[src/hdl/mbfr_pkg.sv]
// Shared types and constants for the MSB-first bit field reader.
// Used by the controller, the datapath and the top level; no dependencies.

package mbfr_pkg;

    localparam int unsigned FIELD_WIDTH_W = 7;
    localparam int unsigned VALUE_W       = 64;
    localparam logic [3:0]  BYTE_BITS     = 4'd8;

    typedef enum logic [1:0] {
        OP_START  = 2'd0,
        OP_APPEND = 2'd1,
        OP_READ   = 2'd2
    } op_t;

    typedef enum logic [1:0] {
        ST_OK      = 2'd0,
        ST_AT_END  = 2'd1,
        ST_RAN_OUT = 2'd2
    } status_t;

    typedef enum logic [1:0] {
        S_IDLE,
        S_CUR,
        S_STEP,
        S_DONE
    } state_t;

    // Commands from the controller to the datapath.
    typedef struct packed {
        logic start;
        logic append;
        logic begin_read;
        logic capture;
        logic step;
        logic emit;
    } dp_cmd_t;

    // Status from the datapath to the controller.
    typedef struct packed {
        logic step_finish;
        logic out_free;
    } dp_stat_t;

endpackage

[src/hdl/mbfr_ctrl.sv]
// Controller state machine of the MSB-first bit field reader.
// Depends on mbfr_pkg; drives the datapath through dp_cmd_t.

module mbfr_ctrl
    import mbfr_pkg::*;
(
    input  logic     clk,
    input  logic     rst_n,
    input  logic     in_valid,
    input  logic     [1:0] in_op,
    output logic     in_ready,
    input  dp_stat_t stat,
    output dp_cmd_t  cmd
);

    state_t state_reg;
    state_t state_next;
    logic   accept;

    always_ff @(posedge clk or negedge rst_n)
    begin
        if (!rst_n)
        begin
            state_reg <= S_IDLE;
        end
        else
        begin
            state_reg <= state_next;
        end
    end

    assign accept = in_valid && in_ready;

    always_comb
    begin
        state_next = state_reg;
        cmd        = '0;
        in_ready   = 1'b0;
        case (state_reg)
            S_IDLE:
            begin
                in_ready = 1'b1;
                if (accept)
                begin
                    case (op_t'(in_op))
                        OP_START:  cmd.start = 1'b1;
                        OP_APPEND: cmd.append = 1'b1;
                        OP_READ:
                        begin
                            cmd.begin_read = 1'b1;
                            state_next     = S_CUR;
                        end
                        default: ;
                    endcase
                end
            end
            S_CUR:
            begin
                cmd.capture = 1'b1;
                state_next  = S_STEP;
            end
            S_STEP:
            begin
                cmd.step = 1'b1;
                if (stat.step_finish)
                begin
                    state_next = S_DONE;
                end
            end
            S_DONE:
            begin
                if (stat.out_free)
                begin
                    cmd.emit   = 1'b1;
                    state_next = S_IDLE;
                end
            end
            default: state_next = S_IDLE;
        endcase
    end

endmodule

[config.mk]
export PLATFORM = sky130hd
export DESIGN_NAME = mbfr_ctrl
export DESIGN_NICKNAME = d
export VERILOG_FILES = /design/src/hdl/mbfr_pkg.sv /design/src/hdl/mbfr_ctrl.sv
export SDC_FILE = /design/constraint.sdc
export NUM_CORES = 1
export LEC_CHECK = 0
export BUFFER_PORTS_ARGS = -buffer_cell sky130_fd_sc_hd__buf_2
export CELL_PAD_IN_SITES_DETAIL_PLACEMENT = 1
export CELL_PAD_IN_SITES_GLOBAL_PLACEMENT = 1
export CORE_AREA = 2 2 39 41
export DETAILED_ROUTE_END_ITERATION = 10
export DIE_AREA = 0 0 41 43
export PLACE_DENSITY_LB_ADDON = 0.1
export SYNTH_ARGS = -nofsm -noshare
export SYNTH_HDL_FRONTEND = slang
export SYNTH_SLANG_ARGS = --single-unit
export TNS_END_PERCENT = 1
[constraint.sdc]
create_clock -name clk -period 2.8 [get_ports clk]
set_clock_uncertainty 0.15 [all_clocks]
set_input_delay 0.56 -clock clk [delete_from_list [all_inputs] [get_ports clk]]
set_output_delay 0.56 -clock clk [all_outputs]
set_load 0.02 [all_outputs]
## Word-level counts from Yosys, hierarchy flattened

Cells that the tools add are included.

| cells by class | value |
|---|---|
| equal/unequal tests | 9 |
| reduce and logical (&&, ||, !) cells | 4 |
| mux-type cells | 15 |

Operators with widths:

| cell | count |
|---|---|
| 2-to-1 mux 1 bit | 8 |
| 2-to-1 mux 2 bit | 4 |
| case mux 2 bit (4 select lines) | 1 |
| == test 2 bit, second input constant | 3 |
| 2-to-1 mux 3 bit | 2 |
| inequality test 2 bit, second input constant | 3 |
| == test 2 x 1 -> 1 bit, second input constant | 2 |
| zero test 2 bit | 2 |
| AND reduction 4 bit | 1 |
| inequality test 2 x 1 -> 1 bit, second input constant | 1 |
| logical AND 1 bit | 1 |

| word-level totals | value |
|---|---|
| logic and storage cells | 29 |
| register bits after elaboration | 2 |

## Longest topological paths before layout

| depth | value |
|---|---|
| depth after elaboration | 5 |
| gate-level depth with buffers | 4 |

## Worst setup path before layout

OpenSTA, ideal clock, no wires.

| timing | value |
|---|---|
| path type | reg2out |
| start | register state_reg[0] |
| end | output cmd[4] (netlist bit) |
| arrival time | 1.459 ns |
| setup slack | 0.631 ns |
| required time | 2.090 ns |
| buffers on the path | 0 |
| cell stages (with the launch flop) | 5 |
| cell sequence | dfrtp_1 inv_1 ha_1 nand2_1 nor3b_1 |

RTL lines:

| what | line | RTL |
|---|---|---|
| from (decl) | mbfr_ctrl.sv:16 | `state_t state_reg;` |
| from (signal assigned) | mbfr_ctrl.sv:28 | `state_reg <= state_next;` |
| to (decl) | mbfr_ctrl.sv:13 | `output dp_cmd_t cmd` |

==> impl_metrics.ini <==
[cells_and_area]
fill_cells = 171
antenna_cells = 0
num-nets-final = 52
largest_reg_flops = 2
drive_gt1_share_pct = 42.1
area_growth_pct = 58.8

[placement]
port_buffers = 13
hpwl_um = 409
gp_congestion = 0.739

[clock_tree]
clockBufferDepth = 2
insertion_delay_ns = 0.22
htreeDepth = 1
cts.reportedPaths.clkPinSlew_ns = 0.03
cts_buffers = 3
cts_tree = built
cts_sinks = 2
root_buffer = clkbuf_4

[routing]
vias_per_cell = 3.83
vias = 207
routed_wl_um = 497
ant_nets = 0
first_pass_iters = 4
first_iter_violations = 2
drc = 0
wl_per_cell_um = 9.20

[floorplan]
die_area_um2 = 1760
fp.dieH_um = 43
die_x_um = 41
io_pins = 14
coreArea_um2 = 1380
start_util_pct = 14.5
rows = 14

[critical_path]
crit_slowest_cell = dfrtp_1
cp-start-kind = flop
end_kind = primary output
worstSetupPathType = flop to primary output
cp_cell_sequence = inv_1 > ha_1 > nand2_1 > nor3b_1 > buf_2
cp_max_fo = 4
cp_top_family = flip-flops
required_ns = 2.09
ff2ff_path_depth = 4
cp.arrival_ns = 1.42
cp_num_cells = 5
slowest_delay_ns = 0.40
worst-path-buf-inv = 2

[global_routing]
grtUsageTotal_pct = 6.83
grt_antenna_before_repair = 0
grt_max_degree = 5
first_global_vias = 183
grt_overflow_total = 0
grt_pass1_wl_um = 683

[sta]
setup-tns-final_ns = 0
rsz0062_at_grt = false
post-route-min-period_ns = 2.13
finalSetupViolCount = 0
slew_headroom_pct = 70.1
fmax_mhz = 470
slew_violations = 0
worstMarginPinSlew_ns = 0.448
finalHoldViolCount = 0
fin_crit_sh_pct = 75.9

[worst_hold_path]
worstHoldPathCells = 1
min_path_type = flop to flop

[status]
status = complete, no violations

[yosys]
syn_area_per_cell_um2 = 9.53
netlist_area_um2 = 200
synth_seq_cells = 2
synth_cells = 21
yosysUniqueCellTypes = 12
syn-num-nets = 33
synth_warnings = 0
seq_area_frac_synth_pct = 25.0

[power_and_ir_drop]
total_power_mw = 0.313
p_leak_nw = 0.184
power.density_nw_per_um2 = 985
vdd_drop_max_v = 0.000285

[job]
maxCapViolations = 0
## synthesized netlist by cell type
library cell	number	area [um2]
dfrtp_1	2	50.1
nand2_1	1	3.75
ha_1	5	62.6
and2_1	1	6.26
mux2i_1	1	10.0
a222oi_1	1	10.0
nand3b_1	1	7.51
nor2_1	1	3.75
nor3b_1	2	15.0
nor3_1	1	5.00
mux2_1	1	11.3
inv_1	4	15.0
## power by group
group          internal (mW)  switching (mW)  total (mW)
Sequential            0.0460          0.0139      0.0599
Clock                 0.0473          0.0164      0.0636
Combinational         0.0771           0.112       0.189
Total                  0.170           0.143       0.313
## final cells by class
class	instances	area, um2	area share, %
clock buffer	3	22.5	7.09
timing repair buffer	14	75.1	23.6
sequential	2	50.0	15.7
inverter	4	15.0	4.72
multi-input combinational	15	135	42.5
tap	16	20.0	6.30
## cell families (layout without fill, tap and decap cells)
kind of cell             count (synthesis)  in the layout  synth area share [%]
AND/OR/NAND/NOR                          7              7                  20.6
adder cells (fa/ha/maj)                  5              5                  31.3
buffers and inverters                    4             21                  7.50
multiplexers                             2              2                  10.6
flip-flops                               2              2                  25.0
AO/OA/AOI/OAI                            1              1                  5.00
## per-stage QoR
step	hold slack [ns]	area [um2]	utilization (%)	cells	worst slack, ns
4_1_cts	0.424	318	23.0	54	0.633
3_3_place_gp	0.194	285	20.6	50	0.852
6_report	0.415	318	23.0	54	0.674
2_1_floorplan	0.114	200	-	21	0.631
3_5_place_dp	0.196	285	20.6	50	0.875
5_1_grt	0.457	318	23.0	54	0.544
## path summary, 6_finish.rpt
check	startpoint	end	slack, ns
max	state_reg[1]	cmd[4]	0.67
min	state_reg[1]	state_reg[1]	0.41
max reg2reg	state_reg[1]	state_reg[1]	1.01
min reg2reg	state_reg[1]	state_reg[1]	0.41
max in group asynchronous	rst_n	state_reg[0]	1.90
min in group asynchronous	rst_n	state_reg[1]	0.50
## routing by layer
metal / track usage [%] / vias up / share of wire [%]
met5: 0 / - / 0
li1: - / 104 / -
met4: 10.0 / 0 / 0
met1: 7.07 / 96 / 41
met2: 7.81 / 7 / 53
met3: 3.14 / 0 / 6.2
## cell usage in the layout (no fill, tap or decap)
master          n
buf_2          13
ha_1            5
inv_1           4
clkbuf_4        3
nor3b_1         2
dfrtp_1         2
nand2_1         1
nor3_1          1
and2_1          1
nand3b_1        1
a222oi_1        1
mux2_1          1
nor2_1          1
mux2i_1         1
dlygate4sd3_1   1
## timing repair
action	CTS	global route
gates resized for setup	0	0
hold buffers	1	0
buffers inserted	0	0
hold endpoints to repair	2	0
(Power assumes the default switching activity.)
